[src/design/pid_controller_step_top_macros.svh]
// ----------------------------------------------------------------------------
// PID controller step assertion macros
// Assertion helpers shared by the controller RTL; empty under synthesis.
// ----------------------------------------------------------------------------
`ifndef PID_CONTROLLER_STEP_TOP_MACROS_SVH
`define PID_CONTROLLER_STEP_TOP_MACROS_SVH

`ifndef SYNTHESIS

// The consequent must hold in the same cycle as the antecedent.
`define PIDC_ASSERT_IMPLIES(label, ck, rn, pre, post) \
    label: assert property (@(posedge ck) disable iff (!rn) (pre) |-> (post)) \
        else $error("pidc assertion failed");

// The consequent must hold in the cycle after the antecedent.
`define PIDC_ASSERT_NEXT(label, ck, rn, pre, post) \
    label: assert property (@(posedge ck) disable iff (!rn) (pre) |=> (post)) \
        else $error("pidc assertion failed");

`else

`define PIDC_ASSERT_IMPLIES(label, ck, rn, pre, post)
`define PIDC_ASSERT_NEXT(label, ck, rn, pre, post)

`endif

`endif

[src/design/pidc_pkg.sv]
// ----------------------------------------------------------------------------
// PID controller package
// Widths, register indexes, reset values and shared types.
// ----------------------------------------------------------------------------
package pidc_pkg;

    localparam int DATA_WIDTH     = 16;
    localparam int GAIN_FRAC_BITS = 8;

    // Configuration register widths.
    localparam int COEF_W     = 16;
    localparam int OLIM_W     = 15;
    localparam int ILIM_W     = 20;
    localparam int DBAND_W    = 16;
    localparam int GATE_W     = 17;
    localparam int CFG_DATA_W = 20;
    localparam int CFG_IDX_W  = 3;

    // Datapath widths.
    localparam int ERR_W   = DATA_WIDTH + 1;
    localparam int DIFF_W  = DATA_WIDTH + 2;
    localparam int INT_W   = ILIM_W + 3;
    localparam int ISUM_W  = ((INT_W > ERR_W + 1) ? INT_W : ERR_W + 1) + 1;
    localparam int MAG_W   = (ERR_W > GATE_W) ? ERR_W : GATE_W;
    localparam int P_W     = COEF_W + ERR_W;
    localparam int I_W     = COEF_W + INT_W;
    localparam int D_W     = COEF_W + DIFF_W;
    localparam int PD_MAX  = (P_W > D_W) ? P_W + 1 : D_W + 1;
    localparam int SUM_W   = ((PD_MAX > I_W) ? PD_MAX : I_W) + 2;

    // Reset values of the limit registers.
    localparam logic [OLIM_W-1:0] OLIM_RESET = 15'h7fff;
    localparam logic [ILIM_W-1:0] ILIM_RESET = 20'hfffff;
    localparam logic [GATE_W-1:0] GATE_RESET = 17'h10000;

    typedef enum logic [CFG_IDX_W-1:0] {
        REG_GAIN_P         = 3'd0,
        REG_GAIN_I         = 3'd1,
        REG_GAIN_D         = 3'd2,
        REG_OUT_LIMIT      = 3'd3,
        REG_INTEGRAL_LIMIT = 3'd4,
        REG_DEAD_BAND      = 3'd5,
        REG_ERROR_GATE     = 3'd6
    } reg_index_t;

    typedef struct packed {
        logic signed [COEF_W-1:0] gain_p;
        logic signed [COEF_W-1:0] gain_i;
        logic signed [COEF_W-1:0] gain_d;
        logic [OLIM_W-1:0]        out_limit;
        logic [ILIM_W-1:0]        integral_limit;
        logic [DBAND_W-1:0]       dead_band;
        logic [GATE_W-1:0]        error_gate;
    } cfg_t;

    // Stage enables from the pipeline control in the top level.
    typedef struct packed {
        logic en_b;
        logic load_b;
        logic en_c;
        logic en_d;
    } pipe_ctrl_t;

    // Results of the state update, carried to the multiply stage.
    typedef struct packed {
        logic signed [ERR_W-1:0]  err;
        logic signed [DIFF_W-1:0] diff;
        logic signed [INT_W-1:0]  integ;
        logic                     clear;
        logic                     dead;
    } upd_t;

endpackage

[src/design/pid_controller_step_top.sv]
// ----------------------------------------------------------------------------
// PID controller step
// Positional PID with dead band, gated trapezoidal integral and output clamp.
// ----------------------------------------------------------------------------
// The block takes one item per clock cycle unless sample_stall is raised.
// The item passes four registers: the input register, loaded at acceptance,
// the state update stage, the gain multiply stage and the output register.
// The rate is set by the state loop, which forms the error, checks the dead
// band and error gate, and adds and clamps the integral ahead of the state
// registers so that the next item sees the updated last error, integral and
// setpoint. The multiplies and the rounding and saturation follow in later
// stages outside that loop. Each stage moves when it is empty or when the
// stage after it moves, so a stalled result does not stop the block from
// taking items until every stage is full. Configuration registers are
// written through a separate channel that is always ready; write them only
// while no item is in flight.
// ----------------------------------------------------------------------------
`include "pid_controller_step_top_macros.svh"

module pid_controller_step_top
(
    input  logic                                    clk,
    input  logic                                    rst_n,

    // Configuration channel.
    input  logic                                    cfg_valid,
    output logic                                    cfg_ready,
    input  logic [pidc_pkg::CFG_IDX_W-1:0]          cfg_index,
    input  logic [pidc_pkg::CFG_DATA_W-1:0]         cfg_data,

    // Sample channel.
    input  logic                                    sample_valid,
    output logic                                    sample_stall,
    input  logic signed [pidc_pkg::DATA_WIDTH-1:0]  measured,
    input  logic signed [pidc_pkg::DATA_WIDTH-1:0]  target,
    input  logic                                    hold_target,
    input  logic                                    clear_state,

    // Result channel.
    output logic                                    result_valid,
    input  logic                                    result_stall,
    output logic signed [pidc_pkg::DATA_WIDTH-1:0]  drive,
    output logic                                    saturated,
    output logic                                    in_dead_band
);

    localparam int DW = pidc_pkg::DATA_WIDTH;

    pidc_pkg::cfg_t       cfg;
    pidc_pkg::pipe_ctrl_t ctrl;
    pidc_pkg::upd_t       upd;

    logic a_valid_reg;
    logic a_valid_next;
    logic b_valid_reg;
    logic b_valid_next;
    logic c_valid_reg;
    logic c_valid_next;
    logic d_valid_reg;
    logic d_valid_next;
    logic en_a;

    logic signed [DW-1:0] a_measured_reg;
    logic signed [DW-1:0] a_target_reg;
    logic                 a_hold_reg;
    logic                 a_clear_reg;

    // The configuration channel never needs to wait.
    assign cfg_ready = 1'b1;

    pidc_cfg_regs u_cfg_regs
    (
        .clk      (clk),
        .rst_n    (rst_n),
        .wr_en    (cfg_valid & cfg_ready),
        .wr_index (cfg_index),
        .wr_data  (cfg_data),
        .cfg      (cfg)
    );

    // A stage advances when it holds nothing or the stage after it advances.
    always_comb
    begin
        ctrl.en_d   = !d_valid_reg || !result_stall;
        ctrl.en_c   = !c_valid_reg || ctrl.en_d;
        ctrl.en_b   = !b_valid_reg || ctrl.en_c;
        ctrl.load_b = ctrl.en_b && a_valid_reg;
        en_a        = !a_valid_reg || ctrl.en_b;

        a_valid_next = en_a      ? sample_valid : a_valid_reg;
        b_valid_next = ctrl.en_b ? a_valid_reg  : b_valid_reg;
        c_valid_next = ctrl.en_c ? b_valid_reg  : c_valid_reg;
        d_valid_next = ctrl.en_d ? c_valid_reg  : d_valid_reg;
    end

    assign sample_stall = !en_a;
    assign result_valid = d_valid_reg;

    always_ff @(posedge clk or negedge rst_n)
    begin
        if (!rst_n)
        begin
            a_valid_reg <= 1'b0;
            b_valid_reg <= 1'b0;
            c_valid_reg <= 1'b0;
            d_valid_reg <= 1'b0;
        end
        else
        begin
            a_valid_reg <= a_valid_next;
            b_valid_reg <= b_valid_next;
            c_valid_reg <= c_valid_next;
            d_valid_reg <= d_valid_next;
        end
    end

    // Input register; the item is captured whenever the first stage is free.
    always_ff @(posedge clk)
    begin
        if (en_a)
        begin
            a_measured_reg <= measured;
            a_target_reg   <= target;
            a_hold_reg     <= hold_target;
            a_clear_reg    <= clear_state;
        end
    end

    pidc_update u_update
    (
        .clk        (clk),
        .rst_n      (rst_n),
        .ctrl       (ctrl),
        .cfg        (cfg),
        .a_measured (a_measured_reg),
        .a_target   (a_target_reg),
        .a_hold     (a_hold_reg),
        .a_clear    (a_clear_reg),
        .upd        (upd)
    );

    pidc_output u_output
    (
        .clk          (clk),
        .rst_n        (rst_n),
        .ctrl         (ctrl),
        .cfg          (cfg),
        .upd          (upd),
        .drive        (drive),
        .saturated    (saturated),
        .in_dead_band (in_dead_band)
    );

    // The sample side waits only when every stage holds an item and the
    // result is being held off.
    `PIDC_ASSERT_IMPLIES(a_stall_only_when_full, clk, rst_n, sample_stall, a_valid_reg && b_valid_reg && c_valid_reg && d_valid_reg && result_stall)

endmodule

[src/design/pidc_cfg_regs.sv]
// ----------------------------------------------------------------------------
// PID controller configuration registers
// Holds gains and limits, written through the configuration channel.
// ----------------------------------------------------------------------------
module pidc_cfg_regs
(
    input  logic                                clk,
    input  logic                                rst_n,
    input  logic                                wr_en,
    input  logic [pidc_pkg::CFG_IDX_W-1:0]      wr_index,
    input  logic [pidc_pkg::CFG_DATA_W-1:0]     wr_data,
    output pidc_pkg::cfg_t                      cfg
);

    pidc_pkg::cfg_t cfg_reg;
    pidc_pkg::cfg_t cfg_next;

    always_comb
    begin
        cfg_next = cfg_reg;
        if (wr_en)
        begin
            case (wr_index)
                pidc_pkg::REG_GAIN_P:
                    cfg_next.gain_p = wr_data[pidc_pkg::COEF_W-1:0];
                pidc_pkg::REG_GAIN_I:
                    cfg_next.gain_i = wr_data[pidc_pkg::COEF_W-1:0];
                pidc_pkg::REG_GAIN_D:
                    cfg_next.gain_d = wr_data[pidc_pkg::COEF_W-1:0];
                pidc_pkg::REG_OUT_LIMIT:
                    cfg_next.out_limit = wr_data[pidc_pkg::OLIM_W-1:0];
                pidc_pkg::REG_INTEGRAL_LIMIT:
                    cfg_next.integral_limit = wr_data[pidc_pkg::ILIM_W-1:0];
                pidc_pkg::REG_DEAD_BAND:
                    cfg_next.dead_band = wr_data[pidc_pkg::DBAND_W-1:0];
                pidc_pkg::REG_ERROR_GATE:
                    cfg_next.error_gate = wr_data[pidc_pkg::GATE_W-1:0];
                default:
                    cfg_next = cfg_reg;
            endcase
        end
    end

    always_ff @(posedge clk or negedge rst_n)
    begin
        if (!rst_n)
        begin
            cfg_reg.gain_p         <= '0;
            cfg_reg.gain_i         <= '0;
            cfg_reg.gain_d         <= '0;
            cfg_reg.out_limit      <= pidc_pkg::OLIM_RESET;
            cfg_reg.integral_limit <= pidc_pkg::ILIM_RESET;
            cfg_reg.dead_band      <= '0;
            cfg_reg.error_gate     <= pidc_pkg::GATE_RESET;
        end
        else
        begin
            cfg_reg <= cfg_next;
        end
    end

    assign cfg = cfg_reg;

endmodule

[src/design/pidc_update.sv]
// ----------------------------------------------------------------------------
// PID controller state update
// Forms the error, applies dead band, integrates and clamps, holds the state.
// ----------------------------------------------------------------------------
`include "pid_controller_step_top_macros.svh"

module pidc_update
(
    input  logic                                   clk,
    input  logic                                   rst_n,
    input  pidc_pkg::pipe_ctrl_t                   ctrl,
    input  pidc_pkg::cfg_t                         cfg,
    input  logic signed [pidc_pkg::DATA_WIDTH-1:0] a_measured,
    input  logic signed [pidc_pkg::DATA_WIDTH-1:0] a_target,
    input  logic                                   a_hold,
    input  logic                                   a_clear,
    output pidc_pkg::upd_t                         upd
);

    localparam int DW = pidc_pkg::DATA_WIDTH;
    localparam int EW = pidc_pkg::ERR_W;
    localparam int FW = pidc_pkg::DIFF_W;
    localparam int IW = pidc_pkg::INT_W;
    localparam int SW = pidc_pkg::ISUM_W;
    localparam int MW = pidc_pkg::MAG_W;

    logic signed [DW-1:0] stored_target_reg;
    logic signed [DW-1:0] stored_target_next;
    logic signed [EW-1:0] prev_err_reg;
    logic signed [EW-1:0] prev_err_next;
    logic signed [IW-1:0] integ_reg;
    logic signed [IW-1:0] integ_next;
    pidc_pkg::upd_t       upd_reg;
    pidc_pkg::upd_t       upd_next;

    logic signed [DW-1:0] setpoint;
    logic signed [EW-1:0] err;
    logic [EW-1:0]        err_mag;
    logic [MW-1:0]        mag_ext;
    logic                 dead;
    logic                 gate_open;
    logic signed [FW-1:0] diff;
    logic signed [SW-1:0] isum;
    logic signed [SW-1:0] ilim_pos;
    logic signed [SW-1:0] ilim_neg;
    logic signed [SW-1:0] iclamped;

    always_comb
    begin
        setpoint  = a_hold ? stored_target_reg : a_target;
        err       = EW'(setpoint) - EW'(a_measured);
        err_mag   = err[EW-1] ? EW'(-err) : EW'(err);
        mag_ext   = MW'(err_mag);
        dead      = mag_ext < MW'(cfg.dead_band);
        gate_open = mag_ext < MW'(cfg.error_gate);
        diff      = FW'(err) - FW'(prev_err_reg);

        // Trapezoid in half units: the sum of this and the last error.
        isum = SW'(integ_reg);
        if (gate_open)
        begin
            isum = isum + SW'(err) + SW'(prev_err_reg);
        end

        ilim_pos = SW'({cfg.integral_limit, 1'b0});
        ilim_neg = -ilim_pos;
        if (isum >= ilim_pos)
        begin
            iclamped = ilim_pos;
        end
        else if (isum <= ilim_neg)
        begin
            iclamped = ilim_neg;
        end
        else
        begin
            iclamped = isum;
        end

        stored_target_next = stored_target_reg;
        prev_err_next      = prev_err_reg;
        integ_next         = integ_reg;
        if (ctrl.load_b)
        begin
            if (a_clear)
            begin
                stored_target_next = '0;
                prev_err_next      = '0;
                integ_next         = '0;
            end
            else
            begin
                stored_target_next = setpoint;
                if (!dead)
                begin
                    prev_err_next = err;
                    integ_next    = iclamped[IW-1:0];
                end
            end
        end

        upd_next       = upd_reg;
        if (ctrl.en_b)
        begin
            upd_next.err   = err;
            upd_next.diff  = diff;
            upd_next.integ = iclamped[IW-1:0];
            upd_next.clear = a_clear;
            upd_next.dead  = dead;
        end
    end

    always_ff @(posedge clk or negedge rst_n)
    begin
        if (!rst_n)
        begin
            stored_target_reg <= '0;
            prev_err_reg      <= '0;
            integ_reg         <= '0;
        end
        else
        begin
            stored_target_reg <= stored_target_next;
            prev_err_reg      <= prev_err_next;
            integ_reg         <= integ_next;
        end
    end

    always_ff @(posedge clk)
    begin
        upd_reg <= upd_next;
    end

    assign upd = upd_reg;

    `PIDC_ASSERT_NEXT(a_clear_zeroes_state, clk, rst_n, ctrl.load_b && a_clear, (stored_target_reg == '0) && (prev_err_reg == '0) && (integ_reg == '0))

endmodule

[src/design/pidc_output.sv]
// ----------------------------------------------------------------------------
// PID controller output stages
// Weights the terms with the gains, rounds, saturates and registers the item.
// ----------------------------------------------------------------------------
`include "pid_controller_step_top_macros.svh"

module pidc_output
(
    input  logic                                    clk,
    input  logic                                    rst_n,
    input  pidc_pkg::pipe_ctrl_t                    ctrl,
    input  pidc_pkg::cfg_t                          cfg,
    input  pidc_pkg::upd_t                          upd,
    output logic signed [pidc_pkg::DATA_WIDTH-1:0]  drive,
    output logic                                    saturated,
    output logic                                    in_dead_band
);

    localparam int DW  = pidc_pkg::DATA_WIDTH;
    localparam int PW  = pidc_pkg::P_W;
    localparam int IPW = pidc_pkg::I_W;
    localparam int DPW = pidc_pkg::D_W;
    localparam int SW  = pidc_pkg::SUM_W;
    localparam int FB  = pidc_pkg::GAIN_FRAC_BITS;
    localparam logic signed [SW-1:0] ROUND = SW'(1) << FB;

    // Multiply stage.
    logic signed [PW-1:0]  p_prod_reg;
    logic signed [IPW-1:0] i_prod_reg;
    logic signed [DPW-1:0] d_prod_reg;
    logic                  c_clear_reg;
    logic                  c_dead_reg;

    // Result stage.
    logic signed [DW-1:0]  drive_reg;
    logic signed [DW-1:0]  drive_next;
    logic                  sat_reg;
    logic                  sat_next;
    logic                  dead_reg;
    logic                  dead_next;

    logic signed [SW-1:0]  sum;
    logic signed [SW-1:0]  rounded;
    logic signed [SW-1:0]  lim_pos;
    logic signed [SW-1:0]  lim_neg;

    always_ff @(posedge clk)
    begin
        if (ctrl.en_c)
        begin
            p_prod_reg  <= PW'(cfg.gain_p) * PW'(upd.err);
            i_prod_reg  <= IPW'(cfg.gain_i) * IPW'(upd.integ);
            d_prod_reg  <= DPW'(cfg.gain_d) * DPW'(upd.diff);
            c_clear_reg <= upd.clear;
            c_dead_reg  <= upd.dead;
        end
    end

    always_comb
    begin
        // Weighted sum carries one more fraction bit than the gains.
        sum     = (SW'(p_prod_reg) <<< 1) + SW'(i_prod_reg)
                  + (SW'(d_prod_reg) <<< 1) + ROUND;
        rounded = sum >>> (FB + 1);
        lim_pos = SW'({1'b0, cfg.out_limit});
        lim_neg = -lim_pos;

        drive_next = rounded[DW-1:0];
        sat_next   = 1'b0;
        dead_next  = 1'b0;
        if (c_clear_reg)
        begin
            drive_next = '0;
        end
        else if (c_dead_reg)
        begin
            drive_next = '0;
            dead_next  = 1'b1;
        end
        else if (rounded > lim_pos)
        begin
            drive_next = lim_pos[DW-1:0];
            sat_next   = 1'b1;
        end
        else if (rounded < lim_neg)
        begin
            drive_next = lim_neg[DW-1:0];
            sat_next   = 1'b1;
        end
    end

    always_ff @(posedge clk)
    begin
        if (ctrl.en_d)
        begin
            drive_reg <= drive_next;
            sat_reg   <= sat_next;
            dead_reg  <= dead_next;
        end
    end

    assign drive        = drive_reg;
    assign saturated    = sat_reg;
    assign in_dead_band = dead_reg;

    `PIDC_ASSERT_NEXT(a_clear_gives_zero, clk, rst_n, ctrl.en_d && c_clear_reg, (drive_reg == '0) && !sat_reg && !dead_reg)
    `PIDC_ASSERT_NEXT(a_dead_band_gives_zero, clk, rst_n, ctrl.en_d && c_dead_reg && !c_clear_reg, (drive_reg == '0) && !sat_reg && dead_reg)

endmodule
[config.mk]
export PLATFORM = sky130hd
export DESIGN_NAME = pid_controller_step_top
export DESIGN_NICKNAME = d
export VERILOG_FILES = /design/src/design/pidc_pkg.sv /design/src/design/pid_controller_step_top.sv /design/src/design/pidc_cfg_regs.sv /design/src/design/pidc_update.sv /design/src/design/pidc_output.sv
export VERILOG_INCLUDE_DIRS = /design/src /design/src/design
export SDC_FILE = /design/constraint.sdc
export NUM_CORES = 2
export LEC_CHECK = 0
export BUFFER_PORTS_ARGS = -buffer_cell sky130_fd_sc_hd__buf_2
export CAP_MARGIN = 5
export CORE_UTILIZATION = 67
export CTS_CLUSTER_DIAMETER = 200
export DETAILED_ROUTE_END_ITERATION = 10
export PLACE_DENSITY = 0.89
export SLEW_MARGIN = 30
export SYNTH_ARGS = -nofsm -noshare
export SYNTH_HDL_FRONTEND = slang
export SYNTH_SLANG_ARGS = --single-unit
export TNS_END_PERCENT = 5
[constraint.sdc]
create_clock -name clk -period 12.35 [get_ports clk]
set_input_delay 0.6175 -clock clk [delete_from_list [all_inputs] [get_ports clk]]
set_output_delay 0.6175 -clock clk [all_outputs]
set_load 0.1 [all_outputs]
==> impl_results.md <==
- EDFF count, synth: 219
- Placed Instances: 7018
- DP HPWL: 118 mm
- Vias in the first global route: 47700
- CP max stage cell: edfxtp_1
- R2R setup slack: 2.38 ns
- Max-slew violations: 0
- Yosys top cell by area: fa_1
- Tot GR Track Use: 36.3%
- Crit path to: u_update.integ_reg[0]
- Drt wl/cell: around 22 um
- Final Skew: between 0.02 and 0.03 ns
- Fin cells: 7122
- Row cnt: 107
- Post-synth top cells: inv_1 (1171), fa_1 (989), nand2_1 (712), ha_1 (523), and2_1 (344)
- Post-synthesis sequential element count: 395
- R2r startpoint: a_hold_reg
- Total vias in the final route: 43400
- Core Area: 85800 um^2
- Total iterations of the first detailed-routing run: 6
- CP endpoint kind: register
- Placed Area: 59900 um^2
- Clk sinks: 395
- Max-cap violations: 0
- Post-Syn Area: about 60000 um^2
- Initial Util: 68.2%
- Root cell of the clock tree: clkbuf_16
- Crit path buffers/inverters: 4
- Sum Neg Setup Slack: 0 ns
- Min-delay worst type: in -> reg
- Mapped Cells: 5958
- Layout net count: 7498
- Critical Path Start Type: register
- Finished Cell Area: 61500 um^2
- Final hold vios: 0
- Reg2reg path depth: 35
- Yosys warnings: 0
- Placement Setup Slack: ~2.6 ns
- RePlAce Congestion: approximately 0.94
- Worst-path clk slew: ~0.06 ns
- First-pass GRT wire length: 251 mm
- Remaining antenna violation count: 0
- Worst-Skew Late Latency: 0.62 ns
- Cell variety after synth: between 90 and 100
- Largest net degree at the start of global routing: 69
- Status: finished, final reports clean
- Worst R2R End: u_update.integ_reg[0]
- Max Freq: 0.100 GHz
- CTS Buf Count: 47
- Tmin final: 9.97 ns
- Worst-Margin Slew: 1.04 ns
- Largest stage delay, worst path: approximately 0.78 ns
- Final wirelength: roughly 150 mm
- CP Data Required Time: between 10 and 15 ns
- Synth async-reset ratio: 44.6%
- Unrepaired setup endpoints after global routing: no
- CP startpoint: a_hold_reg
- Die extent in y: 297 um
- Sequential area share after synthesis: 18.8%
- Critical path class: reg -> reg
- Final number of setup-violating endpoints: 0
- CTS max path bufs: 3
- Fin crit share: between 80 and 90%
- DRC Markers: 0
- Depth of the CTS H-tree: 2
- Synth-to-layout area growth: 5.15%
- Most frequent cell after synthesis: inv_1
- Most used cell, CP: inv_1
- Max FFs per register: around 120
- Die width: approximately 300 um
- IO buf count: about 80
- Die area: between 80000 and 90000 um^2
- Synth Area per Inst: ~9.8 um^2
- Total grt overflow: 0
- CTS tree: yes
- Final setup margin: 2.38 ns
- Yosys top cell area share: 33.8%
- 1st-iter DRT viols: 3856
- Layout cells sized above 1: 6.59%
- IO Pins: 83
- Main synth FF type: edfxtp_1
- Critical path depth: 35
- Cell family with most CP delay: compound AO/OA/AOI/OAI gates
- Peak fanout along the critical path: 20
- Post_cts resized: 0
- Slew HR: 30.8%
- Synthesized Nets: 7532
- Number of vias per cell: 6.09
- Initial antenna violation count: 14
- WP data arrival: 10.52 ns
- Top post-synthesis cells by area: fa_1 (34%), edfxtp_1 (11%), ha_1 (11%)
worst reg2reg max path: cells and delay by family (launching register included):
kind | cells | cell delay (ns)
fa+ha+maj | 5 | 1.97
flops | 1 | 0.78
simple gates | 9 | 1.62
compound gates | 16 | 4.61
mux | 1 | 0.34
buf+inv | 4 | 0.58
final cells by class:
| type | instances | area [um^2] |
|---|---|---|
| clock buffers | 59 | 1280 |
| multi-input cells | 4189 | 42300 |
| clock inverters | 29 | 274 |
| repair buffers | 118 | 702 |
| well taps | 1144 | 1430 |
| fillers | 5760 | 24300 |
| flip-flops and latches | 395 | 11000 |
| diodes | 15 | 37.5 |
| inverters | 1173 | 4410 |
per-stage QoR:
stage               hold WS [ns]  util, %
global placement           0.449     69.8
CTS                        0.145     71.6
finish                     0.171     71.7
detailed placement         0.459     69.8
global route               0.154     71.6
floorplan                  0.322        -
cells in the final DEF, fill, tap and decap left out, types with 110 or more instances in the layout:
cell / n
o21ai_0: 170
mux2_2: 110
dfrtp_1: 138
inv_1: 1170
fa_1: 989
a21oi_1: 202
edfxtp_1: 219
nand2_1: 711
nor2_1: 153
ha_1: 523
xnor2_1: 169
and2_1: 344
kinds of logic after synthesis:
group / after synthesis / share of synthesized area (%)
AO/OA/AOI/OAI: 747 / 8.31
adder cells (fa/ha/maj): 1513 / 45.1
other: 1 / 0.00641
buffers and inverters: 1374 / 8.85
multiplexers: 117 / 2.24
AND/OR/NAND/NOR: 1582 / 13.3
flip-flops: 395 / 18.8
XOR/XNOR: 229 / 3.44
metal layers:
| layer | vias to the layer above | part of all wire (%) | track usage [%] |
|---|---|---|---|
| met4 | 14 | 7.8 | 24.2 |
| met2 | 2309 | 47 | 59.2 |
| met5 | - | 0.058 | 0 |
| li1 | 18800 | - | - |
| met3 | 644 | 9.5 | 7.38 |
| met1 | 21600 | 35 | 43.8 |
how the worst min path moves through the flow:
stage	from	to	slack [ns]	cells past startpoint
after floorplan	rst_n	a_valid_reg	0.32	0
after global placement	c_valid_reg	result_valid	0.45	1
after detailed placement	c_valid_reg	result_valid	0.46	1
after CTS	measured[14]	a_measured_reg[14]	0.14	1
after global routing	measured[10]	a_measured_reg[10]	0.15	1
final	measured[14]	a_measured_reg[14]	0.17	1
repair_timing:
item	CTS	global route
endpoints found under the hold margin	40	0
buffers inserted	0	0
hold buffers	1	0
Power is not shown: default switching activity piles up to over one toggle a cycle in this logic, so the estimate is an artifact.
